[src/hdl/four_motor_split_direction_stepper_defines.svh]
// Assertion macros shared by the RTL of the split-direction stepper.
`ifndef FOUR_MOTOR_SPLIT_DIRECTION_STEPPER_DEFINES_SVH
`define FOUR_MOTOR_SPLIT_DIRECTION_STEPPER_DEFINES_SVH

`ifndef ASSERT_OFF
// Check that holds outside reset.
`define FMSDS_ASSERT(label, clock, reset, prop) \
  label: assert property (@(posedge clock) disable iff (reset) prop) \
    else $error("fmsds assertion failed");
// Check that holds at every edge, reset included.
`define FMSDS_ASSERT_ALWAYS(label, clock, prop) \
  label: assert property (@(posedge clock) prop) \
    else $error("fmsds assertion failed");
`else
`define FMSDS_ASSERT(label, clock, reset, prop)
`define FMSDS_ASSERT_ALWAYS(label, clock, prop)
`endif

`endif

[src/hdl/fmsds_pkg.sv]
// Constants and types shared by the split-direction stepper modules.
`default_nettype none

package fmsds_pkg;

  // Sizing
  localparam int MOTOR_COUNT     = 4;
  localparam int STEP_COUNT_BITS = 16;
  localparam int DEV_FIELDS      = 4;
  localparam int DEV_WIDTH       = 20;
  localparam int SPM_WIDTH       = 20;
  localparam int ENABLE_OUT_BITS = 4;

  // Count = (|dev| * step_rate + half) >> ROUND_SHIFT
  localparam int PROD_WIDTH  = DEV_WIDTH + SPM_WIDTH;
  localparam int ROUND_SHIFT = 24;
  localparam int RAW_WIDTH   = PROD_WIDTH + 1 - ROUND_SHIFT;
  localparam logic [PROD_WIDTH:0] ROUND_HALF = (PROD_WIDTH + 1)'(1) << (ROUND_SHIFT - 1);

  localparam logic [SPM_WIDTH-1:0] SPM_RESET = SPM_WIDTH'(102400);

  // Operation codes
  localparam logic OP_START = 1'b0;
  localparam logic OP_TICK  = 1'b1;

  typedef logic [STEP_COUNT_BITS-1:0] count_t;

  // One item as seen by the sequencer: op plus per-motor count and direction
  typedef struct packed {
    logic                          op;
    logic [MOTOR_COUNT-1:0]        up;
    count_t [MOTOR_COUNT-1:0]      count;
  } seq_item_t;

  // Sequencer state seen at the result port
  typedef struct packed {
    logic                   step_level;
    logic                   direction_up;
    logic [MOTOR_COUNT-1:0] motor_enables;
    logic                   shared_enable;
    logic                   busy;
    logic                   ignored;
  } seq_status_t;

endpackage

`default_nettype wire

[src/hdl/fmsds_seq.sv]
// Group sequencer: holds the move state and applies one item per cycle while apply is high.
`default_nettype none

module fmsds_seq (
  input  wire logic                 clk,
  input  wire logic                 rst,
  input  wire logic                 apply,
  input  wire fmsds_pkg::seq_item_t item,
  output fmsds_pkg::seq_status_t    status
);

  typedef enum logic [1:0] {
    PH_IDLE = 2'd0,
    PH_UP   = 2'd1,
    PH_DOWN = 2'd2
  } phase_t;

  // Longest count among the motors selected by mask
  function automatic fmsds_pkg::count_t longest_of(
    input fmsds_pkg::count_t [fmsds_pkg::MOTOR_COUNT-1:0] counts,
    input logic [fmsds_pkg::MOTOR_COUNT-1:0]              mask
  );
    fmsds_pkg::count_t best;
    best = '0;
    for (int i = 0; i < fmsds_pkg::MOTOR_COUNT; i++) begin
      if (mask[i] && counts[i] > best) begin
        best = counts[i];
      end
    end
    return best;
  endfunction

  fmsds_pkg::count_t [fmsds_pkg::MOTOR_COUNT-1:0] motor_step_total, motor_step_total_next;
  logic [fmsds_pkg::MOTOR_COUNT-1:0] motor_goes_up, motor_goes_up_next;
  phase_t                            group_phase, group_phase_next;
  fmsds_pkg::count_t                 step_index, step_index_next;
  fmsds_pkg::count_t                 group_longest, group_longest_next;
  logic                              pulse_high, pulse_high_next;
  logic [fmsds_pkg::MOTOR_COUNT-1:0] enable_mask, enable_mask_next;
  logic                              common_enable, common_enable_next;
  logic                              dir_line, dir_line_next;
  logic                              ignored, ignored_next;

  logic                              busy;
  logic [fmsds_pkg::MOTOR_COUNT-1:0] in_nonzero, in_up_mask, in_down_mask;
  logic [fmsds_pkg::MOTOR_COUNT-1:0] st_nonzero, st_down_mask, hit_mask;
  fmsds_pkg::count_t                 in_up_longest, in_down_longest, st_down_longest;
  fmsds_pkg::count_t                 index_inc;

  assign busy = (group_phase == PH_UP) || (group_phase == PH_DOWN);

  // Group masks for an incoming start and for the stored down group
  always_comb begin
    for (int i = 0; i < fmsds_pkg::MOTOR_COUNT; i++) begin
      in_nonzero[i] = (item.count[i] != '0);
      st_nonzero[i] = (motor_step_total[i] != '0);
      hit_mask[i]   = (motor_step_total[i] == step_index);
    end
  end

  assign in_up_mask      = in_nonzero & item.up;
  assign in_down_mask    = in_nonzero & ~item.up;
  assign st_down_mask    = st_nonzero & ~motor_goes_up;
  assign in_up_longest   = longest_of(item.count, in_up_mask);
  assign in_down_longest = longest_of(item.count, in_down_mask);
  assign st_down_longest = longest_of(motor_step_total, st_down_mask);
  assign index_inc       = step_index + fmsds_pkg::STEP_COUNT_BITS'(1);

  // Next state for the item being applied
  always_comb begin
    motor_step_total_next = motor_step_total;
    motor_goes_up_next    = motor_goes_up;
    group_phase_next      = group_phase;
    step_index_next       = step_index;
    group_longest_next    = group_longest;
    pulse_high_next       = pulse_high;
    enable_mask_next      = enable_mask;
    common_enable_next    = common_enable;
    dir_line_next         = dir_line;
    ignored_next          = ignored;
    if (apply) begin
      ignored_next = 1'b0;
      if (item.op == fmsds_pkg::OP_START) begin
        if (busy) begin
          ignored_next = 1'b1;
        end else begin
          motor_step_total_next = item.count;
          motor_goes_up_next    = item.up;
          if (|in_nonzero) begin
            common_enable_next = 1'b0;
            step_index_next    = '0;
            pulse_high_next    = 1'b0;
            if (in_up_longest != '0) begin
              enable_mask_next   = in_up_mask;
              group_longest_next = in_up_longest;
              dir_line_next      = 1'b1;
              group_phase_next   = PH_UP;
            end else begin
              enable_mask_next   = in_down_mask;
              group_longest_next = in_down_longest;
              dir_line_next      = 1'b0;
              group_phase_next   = PH_DOWN;
            end
          end
        end
      end else begin
        case (group_phase)
          PH_UP, PH_DOWN: begin
            if (!pulse_high) begin
              // rising edge: drop motors that have finished their count
              enable_mask_next = enable_mask & ~hit_mask;
              pulse_high_next  = 1'b1;
            end else begin
              pulse_high_next = 1'b0;
              if (index_inc < group_longest) begin
                step_index_next = index_inc;
              end else if (group_phase == PH_UP && st_down_longest != '0) begin
                // up group done, down group follows in the same tick
                enable_mask_next   = st_down_mask;
                group_longest_next = st_down_longest;
                step_index_next    = '0;
                dir_line_next      = 1'b0;
                group_phase_next   = PH_DOWN;
              end else begin
                enable_mask_next   = '0;
                step_index_next    = '0;
                group_longest_next = '0;
                common_enable_next = 1'b1;
                group_phase_next   = PH_IDLE;
              end
            end
          end
          default: begin
          end
        endcase
      end
    end
  end

  // State registers; they double as the result register
  always_ff @(posedge clk) begin
    if (rst) begin
      motor_step_total <= '0;
      motor_goes_up    <= '0;
      group_phase      <= PH_IDLE;
      step_index       <= '0;
      group_longest    <= '0;
      pulse_high       <= 1'b0;
      enable_mask      <= '0;
      common_enable    <= 1'b1;
      dir_line         <= 1'b0;
      ignored          <= 1'b0;
    end else begin
      motor_step_total <= motor_step_total_next;
      motor_goes_up    <= motor_goes_up_next;
      group_phase      <= group_phase_next;
      step_index       <= step_index_next;
      group_longest    <= group_longest_next;
      pulse_high       <= pulse_high_next;
      enable_mask      <= enable_mask_next;
      common_enable    <= common_enable_next;
      dir_line         <= dir_line_next;
      ignored          <= ignored_next;
    end
  end

  assign status.step_level    = pulse_high;
  assign status.direction_up  = dir_line;
  assign status.motor_enables = enable_mask;
  assign status.shared_enable = common_enable;
  assign status.busy          = busy;
  assign status.ignored       = ignored;

endmodule

`default_nettype wire

[src/hdl/four_motor_split_direction_stepper.sv]
// Top level of the four-motor split-direction stepper sequencer.
//
// Accepts one beat per clock while in_stall is low and returns one result beat
// per input beat, through registered stages: an input register, a stage that
// holds each motor's rounded step count (one 20x20 multiplier per motor), and
// the sequencer state, which is also the result register. A start converts the
// four deviations to counts and opens the upward group, or the downward group
// if no motor moves up; each tick is one half step period. The step rate
// register may be written only while no beat is in flight.
`default_nettype none

`include "four_motor_split_direction_stepper_defines.svh"

module four_motor_split_direction_stepper (
  input  wire logic                                  clk,
  input  wire logic                                  rst,
  // configuration
  input  wire logic                                  cfg_write_enable,
  input  wire logic [fmsds_pkg::SPM_WIDTH-1:0]       cfg_write_data,
  // input channel
  input  wire logic                                  in_valid,
  output logic                                       in_stall,
  input  wire logic                                  operation,
  input  wire logic signed [fmsds_pkg::DEV_WIDTH-1:0] deviation_a,
  input  wire logic signed [fmsds_pkg::DEV_WIDTH-1:0] deviation_b,
  input  wire logic signed [fmsds_pkg::DEV_WIDTH-1:0] deviation_c,
  input  wire logic signed [fmsds_pkg::DEV_WIDTH-1:0] deviation_d,
  // output channel
  output logic                                       out_valid,
  input  wire logic                                  out_stall,
  output logic                                       step_level,
  output logic                                       direction_up,
  output logic [fmsds_pkg::ENABLE_OUT_BITS-1:0]      motor_enables,
  output logic                                       shared_enable,
  output logic                                       busy_res,
  output logic                                       command_ignored
);

  logic [fmsds_pkg::SPM_WIDTH-1:0] step_rate;

  // stage 1: input register
  logic                                                  s1_valid;
  logic                                                  s1_op;
  logic [fmsds_pkg::DEV_FIELDS-1:0][fmsds_pkg::DEV_WIDTH-1:0] s1_dev;

  // stage 2: counts
  logic                  s2_valid;
  fmsds_pkg::seq_item_t  s2_item;
  fmsds_pkg::seq_item_t  s2_item_next;

  logic adv2, adv1, out_free, s2_free, s1_free, in_take;
  fmsds_pkg::seq_status_t status;

  // Flow control across the three stages
  assign out_free = !out_valid || !out_stall;
  assign adv2     = s2_valid && out_free;
  assign s2_free  = !s2_valid || adv2;
  assign adv1     = s1_valid && s2_free;
  assign s1_free  = !s1_valid || adv1;
  assign in_stall = !s1_free;
  assign in_take  = in_valid && s1_free;

  // Configuration register
  always_ff @(posedge clk) begin
    if (rst) begin
      step_rate <= fmsds_pkg::SPM_RESET;
    end else if (cfg_write_enable) begin
      step_rate <= cfg_write_data;
    end
  end

  // Input register
  always_ff @(posedge clk) begin
    if (rst) begin
      s1_valid <= 1'b0;
    end else begin
      s1_valid <= in_take || (s1_valid && !adv1);
    end
  end

  always_ff @(posedge clk) begin
    if (in_take) begin
      s1_op     <= operation;
      s1_dev[0] <= deviation_a;
      s1_dev[1] <= deviation_b;
      s1_dev[2] <= deviation_c;
      s1_dev[3] <= deviation_d;
    end
  end

  // Per-motor count: magnitude, multiply, round, saturate
  assign s2_item_next.op = s1_op;

  for (genvar i = 0; i < fmsds_pkg::MOTOR_COUNT; i++) begin : g_lane
    logic [fmsds_pkg::DEV_WIDTH-1:0]  dev;
    logic [fmsds_pkg::DEV_WIDTH-1:0]  mag;
    logic [fmsds_pkg::PROD_WIDTH-1:0] prod;
    logic [fmsds_pkg::PROD_WIDTH:0]   rounded;
    logic [fmsds_pkg::RAW_WIDTH-1:0]  raw;

    if (i < fmsds_pkg::DEV_FIELDS) begin : g_dev
      assign dev = s1_dev[i];
    end else begin : g_zero
      assign dev = '0;
    end

    assign mag     = dev[fmsds_pkg::DEV_WIDTH-1] ? (~dev + fmsds_pkg::DEV_WIDTH'(1)) : dev;
    assign prod    = fmsds_pkg::PROD_WIDTH'(mag) * fmsds_pkg::PROD_WIDTH'(step_rate);
    assign rounded = (fmsds_pkg::PROD_WIDTH + 1)'(prod) + fmsds_pkg::ROUND_HALF;
    assign raw     = rounded[fmsds_pkg::PROD_WIDTH:fmsds_pkg::ROUND_SHIFT];

    assign s2_item_next.up[i] = !dev[fmsds_pkg::DEV_WIDTH-1] && (dev != '0);

    if (fmsds_pkg::RAW_WIDTH > fmsds_pkg::STEP_COUNT_BITS) begin : g_sat
      assign s2_item_next.count[i] =
        (|raw[fmsds_pkg::RAW_WIDTH-1:fmsds_pkg::STEP_COUNT_BITS]) ? '1
                                    : raw[fmsds_pkg::STEP_COUNT_BITS-1:0];
    end else begin : g_fit
      assign s2_item_next.count[i] = fmsds_pkg::STEP_COUNT_BITS'(raw);
    end
  end

  // Count register
  always_ff @(posedge clk) begin
    if (rst) begin
      s2_valid <= 1'b0;
    end else begin
      s2_valid <= adv1 || (s2_valid && !adv2);
    end
  end

  always_ff @(posedge clk) begin
    if (adv1) begin
      s2_item <= s2_item_next;
    end
  end

  // Sequencer: state update and result register
  fmsds_seq u_seq (
    .clk    (clk),
    .rst    (rst),
    .apply  (adv2),
    .item   (s2_item),
    .status (status)
  );

  always_ff @(posedge clk) begin
    if (rst) begin
      out_valid <= 1'b0;
    end else begin
      out_valid <= adv2 || (out_valid && out_stall);
    end
  end

  assign step_level      = status.step_level;
  assign direction_up    = status.direction_up;
  assign shared_enable   = status.shared_enable;
  assign busy_res        = status.busy;
  assign command_ignored = status.ignored;

  for (genvar i = 0; i < fmsds_pkg::ENABLE_OUT_BITS; i++) begin : g_en
    if (i < fmsds_pkg::MOTOR_COUNT) begin : g_motor
      assign motor_enables[i] = status.motor_enables[i];
    end else begin : g_none
      assign motor_enables[i] = 1'b0;
    end
  end

  // Checks
  `FMSDS_ASSERT(a_idle_released, clk, rst, !busy_res |-> (motor_enables == '0 && shared_enable))
  `FMSDS_ASSERT(a_busy_holds_enable, clk, rst, busy_res |-> !shared_enable)
  `FMSDS_ASSERT(a_ignored_busy, clk, rst, command_ignored |-> busy_res)
  `FMSDS_ASSERT(a_pulse_busy, clk, rst, step_level |-> busy_res)

endmodule

`default_nettype wire

[config.mk]
export PLATFORM = sky130hd
export DESIGN_NAME = four_motor_split_direction_stepper
export DESIGN_NICKNAME = d
export VERILOG_FILES = /design/src/hdl/fmsds_pkg.sv /design/src/hdl/fmsds_seq.sv /design/src/hdl/four_motor_split_direction_stepper.sv
export VERILOG_INCLUDE_DIRS = /design/src /design/src/hdl
export SDC_FILE = /design/constraint.sdc
export NUM_CORES = 2
export LEC_CHECK = 0
export BUFFER_PORTS_ARGS = -buffer_cell sky130_fd_sc_hd__buf_2
export CAP_MARGIN = 40
export CORE_ASPECT_RATIO = 1.1
export CORE_MARGIN = 5
export CORE_UTILIZATION = 71
export CTS_CLUSTER_DIAMETER = 150
export CTS_CLUSTER_SIZE = 28
export DETAILED_ROUTE_END_ITERATION = 8
export HOLD_SLACK_MARGIN = 0.12
export PLACE_DENSITY = 0.95
export SLEW_MARGIN = 10
export SYNTH_ARGS = -nofsm -noshare
export SYNTH_HDL_FRONTEND = slang
export SYNTH_SLANG_ARGS = --single-unit
[constraint.sdc]
create_clock -name clk -period 28.2 [get_ports clk]
set_input_delay 5.64 -clock clk [delete_from_list [all_inputs] [get_ports clk]]
set_output_delay 5.64 -clock clk [all_outputs]
set_load 0.02 [all_outputs]
### Yosys cells after proc, flatten, opt, wreduce, memory -nomap -nowiden

Index checks and enable logic that the tools add are counted.

| word-level totals | value |
|---|---|
| output and inout port bits | 11 |
| flip-flop bits (word level) | 283 |

| operators by class | value |
|---|---|
| multipliers | 4 |
| bitwise gates (word level) | 13 |
| eq/ne operators | 13 |
| magnitude comparators | 12 |
| reduce and logical (&&, ||, !) cells | 65 |
| add/sub/neg operators | 9 |
| mux-type cells | 66 |

Operator list:

| cell | count |
|---|---|
| 2-to-1 mux 16 bit | 26 |
| adder 40 x 24 -> 41 bit, second input constant | 4 |
| multiplier 20 x 20 -> 40 bit | 4 |
| nonzero test 16 bit | 10 |
| > comparator 16 bit | 9 |
| adder 20 x 1 -> 20 bit, second input constant | 4 |
| 2-to-1 mux 20 bit | 4 |
| inverter 20 bit | 4 |
| nonzero test 20 bit | 4 |
| == test 16 bit | 4 |
| > comparator 16 x 1 -> 1 bit, second input constant | 2 |
| 2-to-1 mux 4 bit | 8 |
| logical AND 1 bit | 23 |
| 2-to-1 mux 1 bit | 20 |
| adder 16 x 1 -> 16 bit, second input constant | 1 |
| AND 4 bit | 4 |
| < comparator 16 bit | 1 |
| 2-to-1 mux 2 bit | 8 |
| AND reduction 7 bit | 2 |
| inverter 4 bit | 3 |
| logical NOT 1 bit | 11 |
| AND reduction 5 bit | 2 |
| inequality test 2 x 1 -> 1 bit, second input constant | 4 |
| logical OR 1 bit | 7 |
| 11 further kinds | 13 |

### Depth between registers and ports, before layout

| logic depth | value |
|---|---|
| word-level depth | 20 |
| mapped depth | 41 |
| depth with buffers taken out | 35 |

### By module

Synthesis repeated with hierarchy kept, for this count alone.

| unflattened totals | value |
|---|---|
| cells, all modules | 8172 |
| area, all modules | 72425.7 µm² |

Modules (own cells, without submodules):

| module | cells each | area an instance (µm²) | seq. area each (µm²) | instances |
|---|---|---|---|---|
| four_motor_split_direction_stepper | 6604 | 60799.6 | 4964.8 | 1 |
| fmsds_seq | 1568 | 11626.2 | 2202.1 | 1 |

### Worst setup path after synthesis

Ideal clock, no wire load.

| timing path | value |
|---|---|
| path type | input port to output port |
| from | input port out_stall |
| to | output port in_stall |
| required time | 22.560 ns |
| stages on the path | 2 |
| arrival | 6.063 ns |
| slack | 16.497 ns |
| cells stage by stage | and3_1 -> and2_1 |

| between the ends | value |
|---|---|
| cells in the longest elaborated chain, start to end | 7 |

RTL lines:

| item | RTL line | text |
|---|---|---|
| start, declared | four_motor_split_direction_stepper.sv:30 | `input wire logic out_stall,` |
| logical NOT 1 bit | four_motor_split_direction_stepper.sv:55 | `assign out_free = !out_valid \|\| !out_stall;` |
| logical OR 1 bit | four_motor_split_direction_stepper.sv:55 |  |
| logical AND 1 bit | four_motor_split_direction_stepper.sv:56 | `assign adv2 = s2_valid && out_free;` |
| logical OR 1 bit | four_motor_split_direction_stepper.sv:57 | `assign s2_free = !s2_valid \|\| adv2;` |
| logical AND 1 bit | four_motor_split_direction_stepper.sv:58 | `assign adv1 = s1_valid && s2_free;` |
| logical OR 1 bit | four_motor_split_direction_stepper.sv:59 | `assign s1_free = !s1_valid \|\| adv1;` |
| logical NOT 1 bit | four_motor_split_direction_stepper.sv:60 | `assign in_stall = !s1_free;` |
| end, declared | four_motor_split_direction_stepper.sv:22 | `output logic in_stall,` |

Every way passes these cells.

### Final worst setup path

Same ends and word-level chain as after synthesis.

==> impl_metrics.env <==
export IMPL_status="completed"
export IMPL_grt_overflow_total=0
export IMPL_hp_class="flop to flop"
export IMPL_nets=9899
export IMPL_drtIter0Drc=6174
export IMPL_grt_pass1_wl_microns=332000
export IMPL_worstMarginPinSlew_ps=1050
export IMPL_grt_use_total_pct=40.2
export IMPL_dpl_hpwl_microns=156000
export IMPL_dieArea_sq_um=105000
export IMPL_die_h_microns=339
export IMPL_ys_seq_elements=283
export IMPL_path_class="input port to output port"
export IMPL_cp_arrival_ps=6400
export IMPL_synthArstFlopShare_pct=0
export IMPL_clock_latency_ps=600
export IMPL_synth_edf_count=150
export IMPL_cp_max_fo=3
export IMPL_h_tree_depth=1
export IMPL_final_cell_count_no_fill=8952
export IMPL_power_density_nw_per_um2=115
export IMPL_boundaryPins=117
export IMPL_vdd_drop_max_uv=143
export IMPL_cts_setup_buffers=0
export IMPL_tns_ps=0
export IMPL_cts_resized=0
export IMPL_synth_top_area_share_pct=36.8
export IMPL_required_ps=22560
export IMPL_setup_viol=0
export IMPL_syn_avg_cell_area_sq_um=8.90
export IMPL_ant_nets=0
export IMPL_drtPass1Iterations=9
export IMPL_numCtsBuffers=17
export IMPL_core_rowCount=120
export IMPL_cts_sinks=283
export IMPL_grt_start_max_net_pins=77
export IMPL_cts_root_buffer="clkbuf_16"
export IMPL_place_gp_congestion=1.03
export IMPL_synth_area_top_cells="fa_1 (37%), ha_1 (15%), inv_1 (8.1%), nand2_1 (7.2%), edfxtp_1 (6.5%)"
export IMPL_antenna_found_initial=7
export IMPL_final_layout_size_suffix_gt1_share_pct=4.80
export IMPL_die_w_microns=309
export IMPL_synth_most_common_cell="inv_1"
export IMPL_synth_ff_type="edfxtp_1"
export IMPL_crit_path_end_kind="output port"
export IMPL_netlist_top_cells_count="inv_1 (1,500), nand2_1 (1,332), fa_1 (1,284)"
export IMPL_hold_buffers=0
export IMPL_drv_slew=0
export IMPL_drc=0
export IMPL_viasPerCell=6.39
export IMPL_synth_seq_area_share_pct=10.3
export IMPL_synth_cell_type_count=84
export IMPL_r2r_slack_ps=17510
export IMPL_wl_per_cell_microns=23.3
export IMPL_fin_crit_ps=12040
export IMPL_cts_buffer_depth=3
export IMPL_syn_area_sq_um=69800
export IMPL_min_period_over_period_pct=42.7
export IMPL_fin_util_pct=74.1
export IMPL_routed_wl_microns=209000
export IMPL_cp_start_kind="input port"
export IMPL_cap_violations=0
export IMPL_relSlewSlack_pct=30.0
export IMPL_final_hold_violation_count=0
export IMPL_cts_tree="done"
export IMPL_yosys_warnings=0
export IMPL_grt_pass1_vias=64000
export IMPL_synthCells=7840
export IMPL_place_inst=8918
export IMPL_syn_num_nets=10100
export IMPL_syn_to_final_growth_pct=3.52
export IMPL_rsz0062_at_grt="no"
export IMPL_max_freq_ghz=0.0831
export IMPL_io_buffer_count=116
export IMPL_start_util_pct=71.6
export IMPL_clk_transition_reported_paths_ps=110
export IMPL_power_leakage_nw=36.3
export IMPL_core_sq_um=97400
export IMPL_skew_ps=31.5
export IMPL_synth_top_cell_by_area="fa_1"
export IMPL_num_vias=57200
-- per-stage QoR --
stage	worst slack [ps]	instance area (sq um)	hold WS [ps]	total power, mW
2_1_floorplan	16500	69800	400	5.63
3_3_place_gp	16170	71400	408	7.15
3_5_place_dp	16150	71600	421	7.72
4_1_cts	16150	72200	449	8.15
5_1_grt	16100	72200	464	9.17
6_report	16160	72200	447	8.33
-- flip-flops by register name (all words and copies together) (netlist names) --
signal                  flops
g_lane.dev                 80
out_valid                   1
s1_op                       1
s1_valid                    1
s2_item                    69
s2_valid                    1
step_rate                  20
u_seq.common_enable         1
u_seq.dir_line              1
u_seq.enable_mask           4
u_seq.group_longest        16
u_seq.group_phase           2
u_seq.ignored               1
u_seq.motor_goes_up         4
u_seq.motor_step_total     64
u_seq.pulse_high            1
u_seq.step_index           16
-- power by group --
part	internal [mW]	total (mW)	leakage, nW	switching [mW]
Clock	0.132	0.316	0.291	0.184
Sequential	0.673	0.841	2.52	0.168
Combinational	2.96	7.17	33.5	4.21
Total	3.77	8.33	36.3	4.56
-- cells by family after synthesis --
kind of cell	after synthesis	synth area share (%)
simple gates	2516	17.2
fa+ha+maj	2135	52.1
buf+inv	1947	10.5
compound gates	700	6.51
flops	283	10.3
xor+xnor	208	2.61
mux	51	0.759
-- layer usage --
metal	vias to the layer above	track usage, %	wire (microns)	share of wire (%)
met5	-	0	101	0.048
met4	14	27.0	18900	9.1
met3	1640	10.1	25700	12
met2	4375	65.3	96300	46
met1	27300	47.3	67900	32
li1	23900	-	-	-
-- worst max-delay path, cell delays in order --
cell    delay (ps)
buf_2           90
and3_1         240
and2_1         230
buf_2          190
-- placed cells by master, fill, tap and decap left out, types with 103 or more instances in the layout --
cell,Yosys,final
fa_1,1284,1284
ha_1,851,851
o21ai_0,147,146
nand2_1,1332,1332
and2_1,589,589
nor2_1,155,154
buf_2,8,115
edfxtp_1,150,150
xor2_1,103,103
dfxtp_1,133,113
inv_1,1500,1500
buf_4,0,121
a21oi_1,216,216
-- layout make-up --
cell class / instances / area, sq um
multi-input cells: 5610 / 55500
fillers: 6113 / 25200
flip-flops and latches: 283 / 7190
inverters: 1500 / 5630
repair buffers: 246 / 1680
well taps: 1281 / 1600
clock buffers: 21 / 440
clock inverters: 9 / 176
diodes: 2 / 5.00
-- worst paths after layout --
path	from	depth (start not counted)	endpoint
setup / recovery	out_stall	4	in_stall
hold / removal	s1_op	0	s2_item[68]
setup reg to reg	g_lane[0].dev[5]	32	s2_item[15]
hold reg to reg	s1_op	0	s2_item[68]
No activity file was read; power rests on OpenSTA's default activity.
